## config.mk

```make
export PLATFORM = sky130hd
export DESIGN_NAME = symbolic_mode_parser
export DESIGN_NICKNAME = d
export VERILOG_FILES = /design/src/hw/rtl/smp_pkg.sv /design/src/hw/rtl/symbolic_mode_parser.sv /design/src/hw/rtl/smp_out_buf.sv
export VERILOG_INCLUDE_DIRS = /design/src /design/src/hw/rtl
export SDC_FILE = /design/constraint.sdc
export NUM_CORES = 1
export LEC_CHECK = 0
export BUFFER_PORTS_ARGS = -buffer_cell sky130_fd_sc_hd__buf_2
export CORE_MARGIN = 3
export CORE_UTILIZATION = 45
export DETAILED_ROUTE_END_ITERATION = 16
export SLEW_MARGIN = 10
export SYNTH_ARGS = -nofsm -noshare
export SYNTH_HDL_FRONTEND = slang
export SYNTH_SLANG_ARGS = --single-unit
```

## constraint.sdc

```tcl
create_clock -name i_clk -period 6.4 [get_ports i_clk]
set_clock_uncertainty 0.2 [all_clocks]
set_input_delay 0.64 -clock i_clk [delete_from_list [all_inputs] [get_ports i_clk]]
set_output_delay 0.64 -clock i_clk [all_outputs]
set_load 0.005 [all_outputs]
```

## src/hw/rtl/symbolic_mode_parser_assert.svh

```systemverilog
// ----------------------------------------------------------------------------
// symbolic_mode_parser_assert.svh
// Assertion macros for the symbolic mode parser. They compile to nothing when
// SYNTHESIS is defined.
// ----------------------------------------------------------------------------
`ifndef SYMBOLIC_MODE_PARSER_ASSERT_SVH
`define SYMBOLIC_MODE_PARSER_ASSERT_SVH

`ifndef SYNTHESIS

// Same-cycle implication, sampled on i_clk, off during reset.
`define SMP_ASSERT_IMP(lbl, ante, cons) \
    lbl: assert property (@(posedge i_clk) disable iff (!i_rst_n) (ante) |-> (cons)) \
        else $error("symbolic_mode_parser: assertion failed");

// Next-cycle implication, sampled on i_clk, off during reset.
`define SMP_ASSERT_NXT(lbl, ante, cons) \
    lbl: assert property (@(posedge i_clk) disable iff (!i_rst_n) (ante) |=> (cons)) \
        else $error("symbolic_mode_parser: assertion failed");

`else

`define SMP_ASSERT_IMP(lbl, ante, cons)
`define SMP_ASSERT_NXT(lbl, ante, cons)

`endif

`endif

```

## src/hw/rtl/smp_pkg.sv

```systemverilog
// ----------------------------------------------------------------------------
// smp_pkg
// Types, character codes, mode masks and the clause apply function shared by
// the symbolic mode parser and its result buffer.
// ----------------------------------------------------------------------------
package smp_pkg;

    // mode bit groups
    localparam logic [11:0] M_USER   = 12'o5700;
    localparam logic [11:0] M_GROUP  = 12'o2070;
    localparam logic [11:0] M_OTHER  = 12'o0007;
    localparam logic [11:0] M_ALL    = 12'o7777;
    localparam logic [11:0] M_READ   = 12'o0444;
    localparam logic [11:0] M_WRITE  = 12'o0222;
    localparam logic [11:0] M_EXEC   = 12'o0111;
    localparam logic [11:0] M_SETID  = 12'o6000;
    localparam logic [11:0] M_STICKY = 12'o1000;
    localparam int unsigned SETGID_BIT = 10;
    localparam logic [3:0]  TYPE_DIR = 4'o04;

    localparam logic [11:0] DEFAULT_MASK_RESET = 12'o0022;

    // configuration register indexes
    localparam logic CFG_START_MODE   = 1'b0;
    localparam logic CFG_DEFAULT_MASK = 1'b1;

    // ASCII codes
    localparam logic [7:0] CH_U     = 8'h75;
    localparam logic [7:0] CH_G     = 8'h67;
    localparam logic [7:0] CH_O     = 8'h6F;
    localparam logic [7:0] CH_A     = 8'h61;
    localparam logic [7:0] CH_R     = 8'h72;
    localparam logic [7:0] CH_W     = 8'h77;
    localparam logic [7:0] CH_X     = 8'h78;
    localparam logic [7:0] CH_XU    = 8'h58;
    localparam logic [7:0] CH_S     = 8'h73;
    localparam logic [7:0] CH_T     = 8'h74;
    localparam logic [7:0] CH_L     = 8'h6C;
    localparam logic [7:0] CH_PLUS  = 8'h2B;
    localparam logic [7:0] CH_MINUS = 8'h2D;
    localparam logic [7:0] CH_EQ    = 8'h3D;
    localparam logic [7:0] CH_COMMA = 8'h2C;
    localparam logic [7:0] CH_D0    = 8'h30;
    localparam logic [7:0] CH_D7    = 8'h37;

    typedef enum logic [2:0] {
        PH_CLASS = 3'b001,
        PH_PERM  = 3'b010,
        PH_COPY  = 3'b100
    } t_phase;

    typedef enum logic [1:0] {
        OP_NONE = 2'd0,
        OP_ADD  = 2'd1,
        OP_SUB  = 2'd2,
        OP_SET  = 2'd3
    } t_op;

    typedef struct packed {
        logic [15:0] mode;
        logic [8:0]  umask;
        logic        bad;
    } t_result;

    typedef struct packed {
        logic main_full;
        logic skid_full;
    } t_buf_status;

    typedef struct packed {
        logic [15:0] mode;
        logic        touched;
    } t_apply;

    function automatic t_op op_code(input logic [7:0] c);
        t_op op;
        priority if (c == CH_PLUS)  op = OP_ADD;
        else if (c == CH_MINUS)     op = OP_SUB;
        else if (c == CH_EQ)        op = OP_SET;
        else                        op = OP_NONE;
        return op;
    endfunction

    // apply one pending operation to the working mode
    function automatic t_apply apply_op(
        input logic [15:0] wm,
        input t_op         op,
        input logic [11:0] perm,
        input logic [11:0] cls,
        input logic [11:0] excl,
        input logic        touched
    );
        t_apply      res;
        logic [11:0] keep;
        keep        = perm & cls & ~excl;
        res.mode    = wm;
        res.touched = touched;
        unique case (op)
            OP_ADD: begin
                res.mode    = wm | {4'b0000, keep};
                res.touched = touched | perm[SETGID_BIT];
            end
            OP_SUB: begin
                res.mode    = wm & ~{4'b0000, keep};
                res.touched = touched | perm[SETGID_BIT];
            end
            OP_SET: begin
                res.mode = (wm & ~{4'b0000, cls}) | {4'b0000, keep};
            end
            OP_NONE: begin
                res.mode = wm;
            end
        endcase
        return res;
    endfunction

endpackage

```

## src/hw/rtl/symbolic_mode_parser.sv

```systemverilog
// ----------------------------------------------------------------------------
// symbolic_mode_parser
// A result is written into the result buffer on its last character
//   transfer; throughput is one character per cycle while the skid slot is
//   empty, set by the combinational parse step between the state registers.
// Reset (synchronous, active low): start_mode 0, default_mask 022, parser back
//   to the start of a string, result buffer empty.
// ----------------------------------------------------------------------------
`include "symbolic_mode_parser_assert.svh"

module symbolic_mode_parser import smp_pkg::*; (
    input  logic        i_clk,
    input  logic        i_rst_n,
    // configuration write port
    input  logic        i_cfg_we,
    input  logic        i_cfg_index,
    input  logic [15:0] i_cfg_data,
    // character channel
    input  logic        i_in_valid,
    output logic        o_in_ready,
    input  logic [7:0]  i_char_code,
    input  logic        i_last_char,
    // result channel
    output logic        o_out_valid,
    input  logic        i_out_ready,
    output logic [15:0] o_new_mode,
    output logic [8:0]  o_new_umask,
    output logic        o_bad_string
);

    // ------------------------------------------------------------------
    // Configuration registers
    // ------------------------------------------------------------------
    logic [15:0] r_start_mode;
    logic [11:0] r_default_mask;

    always_ff @(posedge i_clk) begin
        if (!i_rst_n) begin
            r_start_mode   <= '0;
            r_default_mask <= DEFAULT_MASK_RESET;
        end else if (i_cfg_we) begin
            unique case (i_cfg_index)
                CFG_START_MODE:   r_start_mode   <= i_cfg_data;
                CFG_DEFAULT_MASK: r_default_mask <= i_cfg_data[11:0];
            endcase
        end
    end

    // ------------------------------------------------------------------
    // Parser state
    // ------------------------------------------------------------------
    t_phase      r_phase,  n_phase;
    logic [11:0] r_class,  n_class;
    logic [11:0] r_excl,   n_excl;
    t_op         r_op,     n_op;
    logic [11:0] r_perm,   n_perm;
    logic        r_first,  n_first;
    logic        r_touched, n_touched;
    logic [15:0] r_wm,     n_wm;
    logic [15:0] r_octal,  n_octal;
    logic        r_all_octal, n_all_octal;
    logic        r_error,  n_error;

    logic        w_accept;
    logic        w_digit;
    logic        w_is_dir;
    logic        w_x_ok;
    logic        w_copy_ch;
    t_op         w_op;
    logic        w_sym;
    logic        w_handled;
    logic [2:0]  w_fill;
    t_apply      w_app;
    t_apply      w_fin;
    logic [15:0] w_nm;
    logic        w_touch_fin;
    logic        w_push;
    t_result     w_res;
    t_buf_status w_buf;

    assign w_accept  = i_in_valid && o_in_ready;
    assign w_digit   = (i_char_code >= CH_D0) && (i_char_code <= CH_D7);
    assign w_is_dir  = (r_start_mode[15:12] == TYPE_DIR);
    // X gives execute on a directory or on anything already executable
    assign w_x_ok    = w_is_dir || (|(r_start_mode[11:0] & M_EXEC));
    assign w_copy_ch = (i_char_code == CH_U) || (i_char_code == CH_G) ||
                       (i_char_code == CH_O);
    assign w_op      = op_code(i_char_code);

    // One character per transfer. The n_ values are built up in order:
    // octal run, switch to symbolic text, class letters, permission
    // letters, then a closing operator or comma. On the last character the
    // pending operation is folded in and the result is formed.
    always_comb begin
        n_phase     = r_phase;
        n_class     = r_class;
        n_excl      = r_excl;
        n_op        = r_op;
        n_perm      = r_perm;
        n_first     = r_first;
        n_touched   = r_touched;
        n_wm        = r_wm;
        n_octal     = r_octal;
        n_all_octal = r_all_octal;
        n_error     = r_error;
        w_sym       = 1'b0;
        w_handled   = 1'b0;
        w_fill      = '0;
        w_app       = '0;
        w_fin       = '0;
        w_nm        = '0;
        w_touch_fin = 1'b0;
        w_push      = 1'b0;
        w_res       = '0;

        if (w_accept && !r_error) begin
            w_sym = 1'b1;
            if (r_all_octal) begin
                if (w_digit) begin
                    // wraps at 16 bits
                    n_octal = {r_octal[12:0], 3'b000} | {13'd0, i_char_code[2:0]};
                    w_sym   = 1'b0;
                end else begin
                    // first symbolic character: take start_mode as it is now
                    n_all_octal = 1'b0;
                    n_wm        = r_start_mode;
                    n_phase     = PH_CLASS;
                    n_class     = '0;
                    n_excl      = '0;
                    n_op        = OP_NONE;
                    n_perm      = '0;
                    n_first     = 1'b1;
                end
            end

            if (w_sym) begin
                if (n_phase == PH_CLASS) begin
                    priority if (i_char_code == CH_U) begin
                        n_class = n_class | M_USER;
                    end else if (i_char_code == CH_G) begin
                        n_class = n_class | M_GROUP;
                    end else if (i_char_code == CH_O) begin
                        n_class = n_class | M_OTHER;
                    end else if (i_char_code == CH_A) begin
                        n_class = n_class | M_ALL;
                    end else if (w_op != OP_NONE) begin
                        // no class named: all bits but the default mask
                        if (n_class == '0) begin
                            n_class = M_ALL;
                            n_excl  = r_default_mask;
                        end else begin
                            n_excl = '0;
                        end
                        n_op    = w_op;
                        n_perm  = '0;
                        n_first = 1'b1;
                        n_phase = PH_PERM;
                    end else if (i_char_code == CH_COMMA) begin
                        n_class = '0;
                        n_excl  = '0;
                        n_op    = OP_NONE;
                        n_perm  = '0;
                        n_first = 1'b1;
                    end else begin
                        n_error = 1'b1;
                    end
                end else begin
                    if (n_phase == PH_PERM && n_first && w_copy_ch) begin
                        // copy rwx of one class into all three
                        priority if (i_char_code == CH_U) w_fill = n_wm[8:6];
                        else if (i_char_code == CH_G)     w_fill = n_wm[5:3];
                        else                              w_fill = n_wm[2:0];
                        n_perm    = {3'b000, w_fill, w_fill, w_fill};
                        n_phase   = PH_COPY;
                        w_handled = 1'b1;
                    end else if (n_phase == PH_PERM) begin
                        w_handled = 1'b1;
                        priority if (i_char_code == CH_R) begin
                            n_perm = n_perm | M_READ;
                        end else if (i_char_code == CH_W) begin
                            n_perm = n_perm | M_WRITE;
                        end else if (i_char_code == CH_X) begin
                            n_perm = n_perm | M_EXEC;
                        end else if (i_char_code == CH_XU) begin
                            if (w_x_ok) n_perm = n_perm | M_EXEC;
                        end else if (i_char_code == CH_S) begin
                            n_perm = n_perm | M_SETID;
                        end else if (i_char_code == CH_T) begin
                            n_perm = n_perm | M_STICKY;
                        end else if (i_char_code == CH_L) begin
                            // locking letter: accepted, no effect
                        end else begin
                            w_handled = 1'b0;
                        end
                        if (w_handled) n_first = 1'b0;
                    end

                    if (!w_handled) begin
                        w_app = apply_op(n_wm, n_op, n_perm, n_class, n_excl, n_touched);
                        if (w_op != OP_NONE) begin
                            n_wm      = w_app.mode;
                            n_touched = w_app.touched;
                            n_op      = w_op;
                            n_perm    = '0;
                            n_first   = 1'b1;
                            n_phase   = PH_PERM;
                        end else if (i_char_code == CH_COMMA) begin
                            n_wm      = w_app.mode;
                            n_touched = w_app.touched;
                            n_phase   = PH_CLASS;
                            n_class   = '0;
                            n_excl    = '0;
                            n_op      = OP_NONE;
                            n_perm    = '0;
                            n_first   = 1'b1;
                        end else begin
                            n_error = 1'b1;
                        end
                    end
                end
            end
        end

        if (w_accept && i_last_char) begin
            w_push = 1'b1;
            if (n_error) begin
                w_nm = r_start_mode;
            end else begin
                if (n_all_octal) begin
                    w_nm        = n_octal;
                    w_touch_fin = n_touched;
                end else if (n_phase != PH_CLASS) begin
                    // close the list still open at end of string
                    w_fin       = apply_op(n_wm, n_op, n_perm, n_class, n_excl, n_touched);
                    w_nm        = w_fin.mode;
                    w_touch_fin = w_fin.touched;
                end else begin
                    w_nm        = n_wm;
                    w_touch_fin = n_touched;
                end
                // directories keep setgid unless a clause changed it
                if (w_is_dir && !w_touch_fin) w_nm[SETGID_BIT] = r_start_mode[SETGID_BIT];
            end
            w_res.mode  = w_nm;
            w_res.umask = ~w_nm[8:0];
            w_res.bad   = n_error;

            // back to the start of a string
            n_phase     = PH_CLASS;
            n_class     = '0;
            n_excl      = '0;
            n_op        = OP_NONE;
            n_perm      = '0;
            n_first     = 1'b1;
            n_touched   = 1'b0;
            n_octal     = '0;
            n_all_octal = 1'b1;
            n_error     = 1'b0;
        end
    end

    always_ff @(posedge i_clk) begin
        if (!i_rst_n) begin
            r_phase     <= PH_CLASS;
            r_class     <= '0;
            r_excl      <= '0;
            r_op        <= OP_NONE;
            r_perm      <= '0;
            r_first     <= 1'b1;
            r_touched   <= 1'b0;
            r_octal     <= '0;
            r_all_octal <= 1'b1;
            r_error     <= 1'b0;
        end else begin
            r_phase     <= n_phase;
            r_class     <= n_class;
            r_excl      <= n_excl;
            r_op        <= n_op;
            r_perm      <= n_perm;
            r_first     <= n_first;
            r_touched   <= n_touched;
            r_octal     <= n_octal;
            r_all_octal <= n_all_octal;
            r_error     <= n_error;
        end
    end

    // working mode is reloaded before any use, so it needs no reset
    always_ff @(posedge i_clk) begin
        r_wm <= n_wm;
    end

    // ------------------------------------------------------------------
    // Result buffer: characters keep flowing until both slots are full
    // ------------------------------------------------------------------
    t_result w_out;

    smp_out_buf u_out_buf (
        .i_clk    (i_clk),
        .i_rst_n  (i_rst_n),
        .i_push   (w_push),
        .i_data   (w_res),
        .o_status (w_buf),
        .o_valid  (o_out_valid),
        .o_data   (w_out),
        .i_ready  (i_out_ready)
    );

    assign o_in_ready   = !w_buf.skid_full;
    assign o_new_mode   = w_out.mode;
    assign o_new_umask  = w_out.umask;
    assign o_bad_string = w_out.bad;

    // ------------------------------------------------------------------
    // Assertions
    // ------------------------------------------------------------------
    `SMP_ASSERT_NXT(a_last_gives_result, w_accept && i_last_char, o_out_valid)
    `SMP_ASSERT_IMP(a_skid_needs_main, w_buf.skid_full, w_buf.main_full)
    `SMP_ASSERT_IMP(a_error_only_symbolic, r_error, !r_all_octal)
    `SMP_ASSERT_IMP(a_umask_matches, o_out_valid, o_new_umask == ~o_new_mode[8:0])

endmodule

```

## src/hw/rtl/smp_out_buf.sv

```systemverilog
// ----------------------------------------------------------------------------
// smp_out_buf
// Two-entry result buffer: an output register plus a skid register, so the
// parser keeps taking characters while a result waits.
// ----------------------------------------------------------------------------
module smp_out_buf import smp_pkg::*; (
    input  logic        i_clk,
    input  logic        i_rst_n,
    input  logic        i_push,
    input  t_result     i_data,
    output t_buf_status o_status,
    output logic        o_valid,
    output t_result     o_data,
    input  logic        i_ready
);

    logic    r_main_v;
    logic    r_skid_v;
    t_result r_main;
    t_result r_skid;
    logic    w_pop;

    assign w_pop = r_main_v && i_ready;

    // push is only possible while the skid slot is empty
    always_ff @(posedge i_clk) begin
        if (!i_rst_n) begin
            r_main_v <= 1'b0;
            r_skid_v <= 1'b0;
        end else begin
            if (w_pop) begin
                if (i_push) begin
                    r_main_v <= 1'b1;
                end else begin
                    r_main_v <= r_skid_v;
                    r_skid_v <= 1'b0;
                end
            end else if (i_push) begin
                if (r_main_v) begin
                    r_skid_v <= 1'b1;
                end else begin
                    r_main_v <= 1'b1;
                end
            end
        end
    end

    always_ff @(posedge i_clk) begin
        if (w_pop) begin
            if (i_push) begin
                r_main <= i_data;
            end else begin
                r_main <= r_skid;
            end
        end else if (i_push) begin
            if (r_main_v) begin
                r_skid <= i_data;
            end else begin
                r_main <= i_data;
            end
        end
    end

    assign o_valid            = r_main_v;
    assign o_data             = r_main;
    assign o_status.main_full = r_main_v;
    assign o_status.skid_full = r_skid_v;

endmodule
```

======== After elaboration in Yosys (flattened, before gate mapping) ========
Index checks and enable logic that the tools add are counted.
storage, ports and cells
  logic and storage cells ................. 287
  input port bits ......................... 31
  output and inout port bits .............. 28
  bits in registers ....................... 159
cells by class
  $lt $le $gt $ge ......................... 2
  bitwise operators ....................... 25
  equal/unequal tests ..................... 27
  muxes and demuxes ....................... 183
  reductions and logical operators ........ 29
operators with widths
  operator                                                               count
  12-bit 2-to-1 mux                                                      54
  16-bit 2-to-1 mux                                                      16
  26-bit 2-to-1 mux                                                      5
  16-bit one-hot mux with 4 select lines                                 2
  8-bit by 7-bit equality test with 1-bit output, second input constant  11
  1-bit 2-to-1 mux                                                       71
  16-bit bitwise AND                                                     4
  12-bit NOT with 16-bit output                                          4
  16-bit by 12-bit bitwise OR with 16-bit output                         4
  3-bit 2-to-1 mux                                                       17
  12-bit bitwise AND                                                     4
  8-bit by 6-bit equality test with 1-bit output, second input constant  4
  2-bit 2-to-1 mux                                                       16
  12-bit NOT                                                             2
  16-bit by 3-bit bitwise OR with 16-bit output                          1
  12-bit logical NOT                                                     1
  10-bit 2-to-1 mux                                                      1
  9-bit NOT                                                              1
  2-bit equality test, second input constant                             4
  8-bit by 6-bit >= comparator with 1-bit output, second input constant  1
  8-bit by 6-bit <= comparator with 1-bit output, second input constant  1
  1-bit logical AND                                                      8
  7-bit 2-to-1 mux                                                       1
  2-bit AND reduction                                                    3
  other kinds (15)                                                       30

======== Depth between registers and ports, before layout ========
  word-level depth ........................ 39
  mapped depth ............................ 19
  mapped depth without buffers ............ 14

======== Modules after synthesis ========
A second synthesis with hierarchy kept.
second synthesis, totals
  cell total of the unflattened synthesis .. 1070
  area total of the unflattened synthesis .. 9397.8 um^2
by module, submodules not included
  module                times used  area an instance (um^2)  cells an instance  seq. area each (um^2)
  symbolic_mode_parser  1           7319.5                   974                2102.0
  smp_out_buf           1           2078.2                   96                 1601.5

======== Worst setup path after synthesis ========
OpenSTA, ideal clock, no wires.
  path type ............................... input to register
  start point ............................. in i_char_code[7]
  end point ............................... reg u_out_buf.r_main (netlist bit u_out_buf.o_data[14]) (data pin)
  data required time ...................... 5.944 ns
  setup slack ............................. 2.235 ns
  library setup time ...................... 0.256 ns
  arrival time ............................ 3.709 ns
  cell stages on the path ................. 17
  buffers on the path ..................... 5
  cells stage by stage .................... nand4bb_1 > buf_2 > o21ai_2 > buf_4 > buf_2 > buf_2 > nand2_1 > ha_1 > clkbuf_1 > or2_2 > a311oi_1 > nor2_1 > a31o_2 > o211ai_1 > o2bb2ai_1 > a31oi_1 > a22o_1
between the ends
  word-level cells in the longest chain between the ends .. 37
  elaborated cells between the ends (all ways) .. 201
  those cells by class .................... order compare: 2; eq/ne: 24; mux: 148; bitwise: 18; reduce/logical: 9
RTL lines
  element                                                                                                                  line                         source
  start: declaration                                                                                                       symbolic_mode_parser.sv:21   input logic [7:0] i_char_code,
  8-bit by 6-bit >= comparator with 1-bit output / 8-bit by 6-bit <= comparator with 1-bit output (equally long branches)  symbolic_mode_parser.sv:82   assign w_digit = (i_char_code >= CH_D0) && (i_char_code <= CH_D7);
  1-bit logical AND                                                                                                        symbolic_mode_parser.sv:82
  12-bit 2-to-1 mux                                                                                                        symbolic_mode_parser.sv:119  if (w_digit) begin
  12-bit 2-to-1 mux                                                                                                        symbolic_mode_parser.sv:118  if (r_all_octal) begin
  10-bit 2-to-1 mux                                                                                                        symbolic_mode_parser.sv:188  end else if (i_char_code == CH_T) begin
  12-bit 2-to-1 mux                                                                                                        symbolic_mode_parser.sv:186  end else if (i_char_code == CH_S) begin
  12-bit 2-to-1 mux                                                                                                        symbolic_mode_parser.sv:184  end else if (i_char_code == CH_XU) begin
  12-bit 2-to-1 mux                                                                                                        symbolic_mode_parser.sv:182  end else if (i_char_code == CH_X) begin
  [21 not listed]                                                                                                          -
  16-bit 2-to-1 mux                                                                                                        symbolic_mode_parser.sv:232  end else if (n_phase != PH_CLASS) begin
  16-bit 2-to-1 mux                                                                                                        symbolic_mode_parser.sv:229  if (n_all_octal) begin
  16-bit 2-to-1 mux *                                                                                                      symbolic_mode_parser.sv:226  if (n_error) begin
  16-bit 2-to-1 mux *                                                                                                      symbolic_mode_parser.sv:224  if (w_accept && i_last_char) begin
  26-bit 2-to-1 mux *                                                                                                      symbolic_mode_parser.sv:224
  26-bit 2-to-1 mux                                                                                                        smp_out_buf.sv:56            if (r_main_v) begin
  26-bit 2-to-1 mux                                                                                                        smp_out_buf.sv:55            end else if (i_push) begin
  26-bit 2-to-1 mux *                                                                                                      smp_out_buf.sv:49            if (w_pop) begin
  end signal: assignment                                                                                                   smp_out_buf.sv:51            r_main <= i_data;
  end signal: assignment                                                                                                   smp_out_buf.sv:53            r_main <= r_skid;
  end signal: assignment                                                                                                   smp_out_buf.sv:59            r_main <= i_data;
  end: declaration                                                                                                         smp_out_buf.sv:19            t_result r_main;
Every way passes the cells marked *; elsewhere a longest branch is shown, timed or not. The select of a mux whose other input is x is not followed.
A chain may end at the register's enable or synchronous reset.

======== Worst setup path after layout ========
  start point ............................. reg r_all_octal
  end point ............................... reg u_out_buf.r_main (netlist bit u_out_buf.o_data[15]) (data pin)
between the ends
  word-level cells in the longest chain between the ends .. 34
  elaborated cells between the ends (all ways) .. 149
  those cells by class .................... eq/ne: 9; mux: 117; bitwise: 18; reduce/logical: 5
RTL lines
  element                   line                         source
  start: declaration        symbolic_mode_parser.sv:61   logic r_all_octal, n_all_octal;
  start signal: assignment  symbolic_mode_parser.sv:283  r_all_octal <= n_all_octal;
  12-bit 2-to-1 mux         symbolic_mode_parser.sv:118
  10-bit 2-to-1 mux         symbolic_mode_parser.sv:188
  12-bit 2-to-1 mux         symbolic_mode_parser.sv:186
  12-bit 2-to-1 mux         symbolic_mode_parser.sv:184
  12-bit 2-to-1 mux         symbolic_mode_parser.sv:182
  12-bit 2-to-1 mux         symbolic_mode_parser.sv:180  end else if (i_char_code == CH_W) begin
  12-bit 2-to-1 mux         symbolic_mode_parser.sv:178  priority if (i_char_code == CH_R) begin
  12-bit 2-to-1 mux         symbolic_mode_parser.sv:176  end else if (n_phase == PH_PERM) begin
  [18 not listed]           -
  16-bit 2-to-1 mux         symbolic_mode_parser.sv:232
  16-bit 2-to-1 mux         symbolic_mode_parser.sv:229
  16-bit 2-to-1 mux *       symbolic_mode_parser.sv:226
  16-bit 2-to-1 mux *       symbolic_mode_parser.sv:224
  26-bit 2-to-1 mux *       symbolic_mode_parser.sv:224
  26-bit 2-to-1 mux         smp_out_buf.sv:56
  26-bit 2-to-1 mux         smp_out_buf.sv:55
  26-bit 2-to-1 mux *       smp_out_buf.sv:49
Marks and branches as above.

==> results.sh <==
export IMPL_fin_ws_ns=1.522
export IMPL_worst_path_max_fanout=18
export IMPL_critPathCapture="u_out_buf.o_data[15]"
export IMPL_clock_fmax_mhz=205.0
export IMPL_cts_made_buffers=17
export IMPL_top_usage_layer="met2"
export IMPL_final_antenna_net_count=0
export IMPL_wl_um=34430
export IMPL_seq_area_um2=3704
export IMPL_insertion_delay_ns=0.44
export IMPL_clock_path_buffers=2
export IMPL_setup_tns_ns=0
export IMPL_hold_buffers=0
export IMPL_nFillCells=1939
export IMPL_p_per_area_nw_per_um2=245.5
export IMPL_die_w_um=147.4
export IMPL_endpoint_kind="flop"
export IMPL_globalplace_congestion=1.038
export IMPL_vias_per_cell=6.548
export IMPL_relSlewSlack_pct=20.45
export IMPL_netlist_area_um2=8992
export IMPL_first_pass_iters=8
export IMPL_grt_pass1_vias=8078
export IMPL_yosysWarnings=0
export IMPL_drt_iter0_drc=954
export IMPL_worstSetupPathType="reg2reg"
export IMPL_tightest_slew_ns=1.192
export IMPL_grt_start_max_net_pins=43
export IMPL_ios=59
export IMPL_rsz0062_at_grt="no"
export IMPL_power_mw=2.478
export IMPL_reg2regPathDepth=9
export IMPL_hold_violations=0
export IMPL_synth_yosys_seq_area_share_pct=41.19
export IMPL_status="completed"
export IMPL_grt_util_met2_pct=44.68
export IMPL_avgSynthCellArea_um2=8.597
export IMPL_place_ws_ns=1.351
export IMPL_drt_wirelength_per_cell_um=25.37
export IMPL_cp_arrival_ns=4.87
export IMPL_syn2layout_area_growth_pct=12.22
export IMPL_grt_pass1_wl_um=51430
export IMPL_finalCritPeriodShare_pct=76.22
export IMPL_num_rows=51
export IMPL_final_common_cell="nand2_1"
export IMPL_grt_ovfl_total=0
export IMPL_ys_types=93
export IMPL_finalHoldWorstSlack_ns=0.2354
export IMPL_h_tree_depth=4
export IMPL_io_buffers=58
export IMPL_drv_cap=0
export IMPL_grt_met1_usage_pct=43.58
export IMPL_ff2ff_setup_slack_ns=1.52
export IMPL_ys_flop_type="dfxtp_1"
export IMPL_track_usage_pct=31.31
export IMPL_vias=8885
export IMPL_period_needed_ns=4.878
export IMPL_root_buffer="clkbuf_16"
export IMPL_slew_viol_final=0
export IMPL_dp_hpwl_um=25680
export IMPL_core_area_um2=19530
export IMPL_drive_gt1_share_pct=13.74
export IMPL_insertedDiodeCount=0
export IMPL_clock_sinks=159
export IMPL_layout_common_cells="nand2_1, dfxtp_1, nor2_1"
export IMPL_cts_setup_buffers=0
export IMPL_p_leak_nw=3.780
export IMPL_async_reset_ff_share_pct=0
export IMPL_required_ns=6.39
export IMPL_hold_path_class="in2reg"
export IMPL_path_clk_slew_ns=0.07
export IMPL_finalSetupViolCount=0
export IMPL_synth_edf_count=52
export IMPL_die_area_um2=21720
export IMPL_gr_usage_met3_pct=8.112
export IMPL_ys_ff_latch=159
export IMPL_vdd_drop_max_uv=187.9
export IMPL_multi_input_area_um2=4941
export IMPL_die_height_um=147.4
export IMPL_antenna_found_initial=1
export IMPL_timing_rr_start="r_all_octal"
export IMPL_timing_critical_path_from="r_all_octal"
export IMPL_nets=1116
export IMPL_synth_nets=1083
export IMPL_rr_endpoint="u_out_buf.o_data[15]"
export IMPL_cp_start_kind="flop"
export IMPL_synthCells=1046
export IMPL_cts_tree="built"
export IMPL_route_detailed_drc=0
export IMPL_initial_core_util_pct=46.05
export IMPL_cts_resized=0
-- cell usage after synthesis, drive strengths merged, types with 4 or more instances --
master,number,share of area [%]
nand2,170,7.1
dfxtp,107,24
nor2,90,3.8
a21oi,70,4.1
edfxtp,52,17
o21ai,52,2.9
clkbuf,41,1.7
nand3,31,1.7
a21boi,30,2.5
o211ai,26,2.3
a21o,24,2.0
buf,22,1.3
a211oi,21,2.1
a31oi,21,1.9
and2,21,1.5
inv,21,0.88
mux2i,21,2.3
nor2b,15,1.0
and3,14,0.97
nor3,13,0.72
a22oi,12,1.0
a32o,12,1.3
a32oi,11,1.1
o31ai,10,0.95
nor4,9,0.63
nor3b,8,0.72
a221o,7,0.78
nand2b,7,0.49
nand4,7,0.49
o2111ai,7,0.68
a221oi,6,0.65
ha,6,0.83
o221ai,6,0.58
o2bb2ai,6,0.58
a2bb2oi,5,0.49
a41oi,4,0.39
or3b,4,0.42
-- how the worst min path moves through the flow --
stage | slack (ns) | endpoint | depth (start not counted) | from
after global routing | 0.25 | r_default_mask[1] | 3 | i_cfg_data[1]
after detailed placement | 0.24 | r_wm[12] | 2 | r_wm[12]
after CTS | 0.23 | r_default_mask[1] | 3 | i_cfg_data[1]
after floorplan | 0.22 | r_wm[12] | 2 | r_wm[12]
after global placement | 0.23 | r_wm[12] | 2 | r_wm[12]
final | 0.24 | r_default_mask[1] | 3 | i_cfg_data[1]
-- layer usage --
metal	wire, um	vias up
met1	14390	4255
met3	3690	108
li1	-	4007
met5	0	-
met2	14510	515
met4	1839	0
-- flip-flops by register name, indices dropped and copies added (netlist names), 3 cells and up --
register          cells
r_phase               3
r_start_mode         16
r_default_mask       12
u_out_buf.r_skid     26
r_perm               12
r_excl               12
u_out_buf.o_data     26
r_class              12
r_wm                 16
r_octal              16
-- power breakdown --
part,switching (mW),internal (mW),total [mW]
combinational,0.202,0.0939,0.296
clock,0.481,0.591,1.07
sequential,0.0323,1.08,1.11
total,0.716,1.76,2.48
-- cell families after synthesis --
kind of cell / after synthesis / synth area share (%)
AOI/OAI and AO/OA: 363 / 29.66
xor gates and xnor gates: 1 / 0.09742
adders and majority gates: 6 / 0.8348
buffers and inverters: 85 / 3.965
DFF: 159 / 41.19
muxes: 22 / 2.463
and+or+nand+nor: 410 / 21.79
-- area by class of cell --
cell class                      count  area share (%)
Inverter                           22          0.8184
Tap cell                          265           3.286
Sequential cell                   159           36.70
Clock buffer                       18           4.253
Multi-Input combinational cell    802           48.96
Timing Repair Buffer               77           4.290
Clock inverter                     14           1.686
-- critical path, cell delays in order, from the launching register on --
cell and delay (ns):
dfxtp_1 0.78, clkinv_1 0.50, o211ai_2 0.92, nand2_1 0.29, o21ba_2 0.38, a221oi_1 0.18
nor4b_1 0.62, o21ai_0 0.23, a21o_1 0.26, a32o_1 0.26
-- through the flow --
| step | util (%) | cells | cell area [um2] |
|---|---|---|---|
| 6_report | 51.68 | 1357 | 10090 |
| 5_1_grt | 51.68 | 1357 | 10090 |
| 4_1_cts | 51.68 | 1357 | 10090 |
| 3_5_place_dp | 48.61 | 1325 | 9492 |
| 3_3_place_gp | 48.61 | 1325 | 9492 |
| 2_1_floorplan | - | 1046 | 8992 |
No activity file was read; power rests on OpenSTA's default activity.
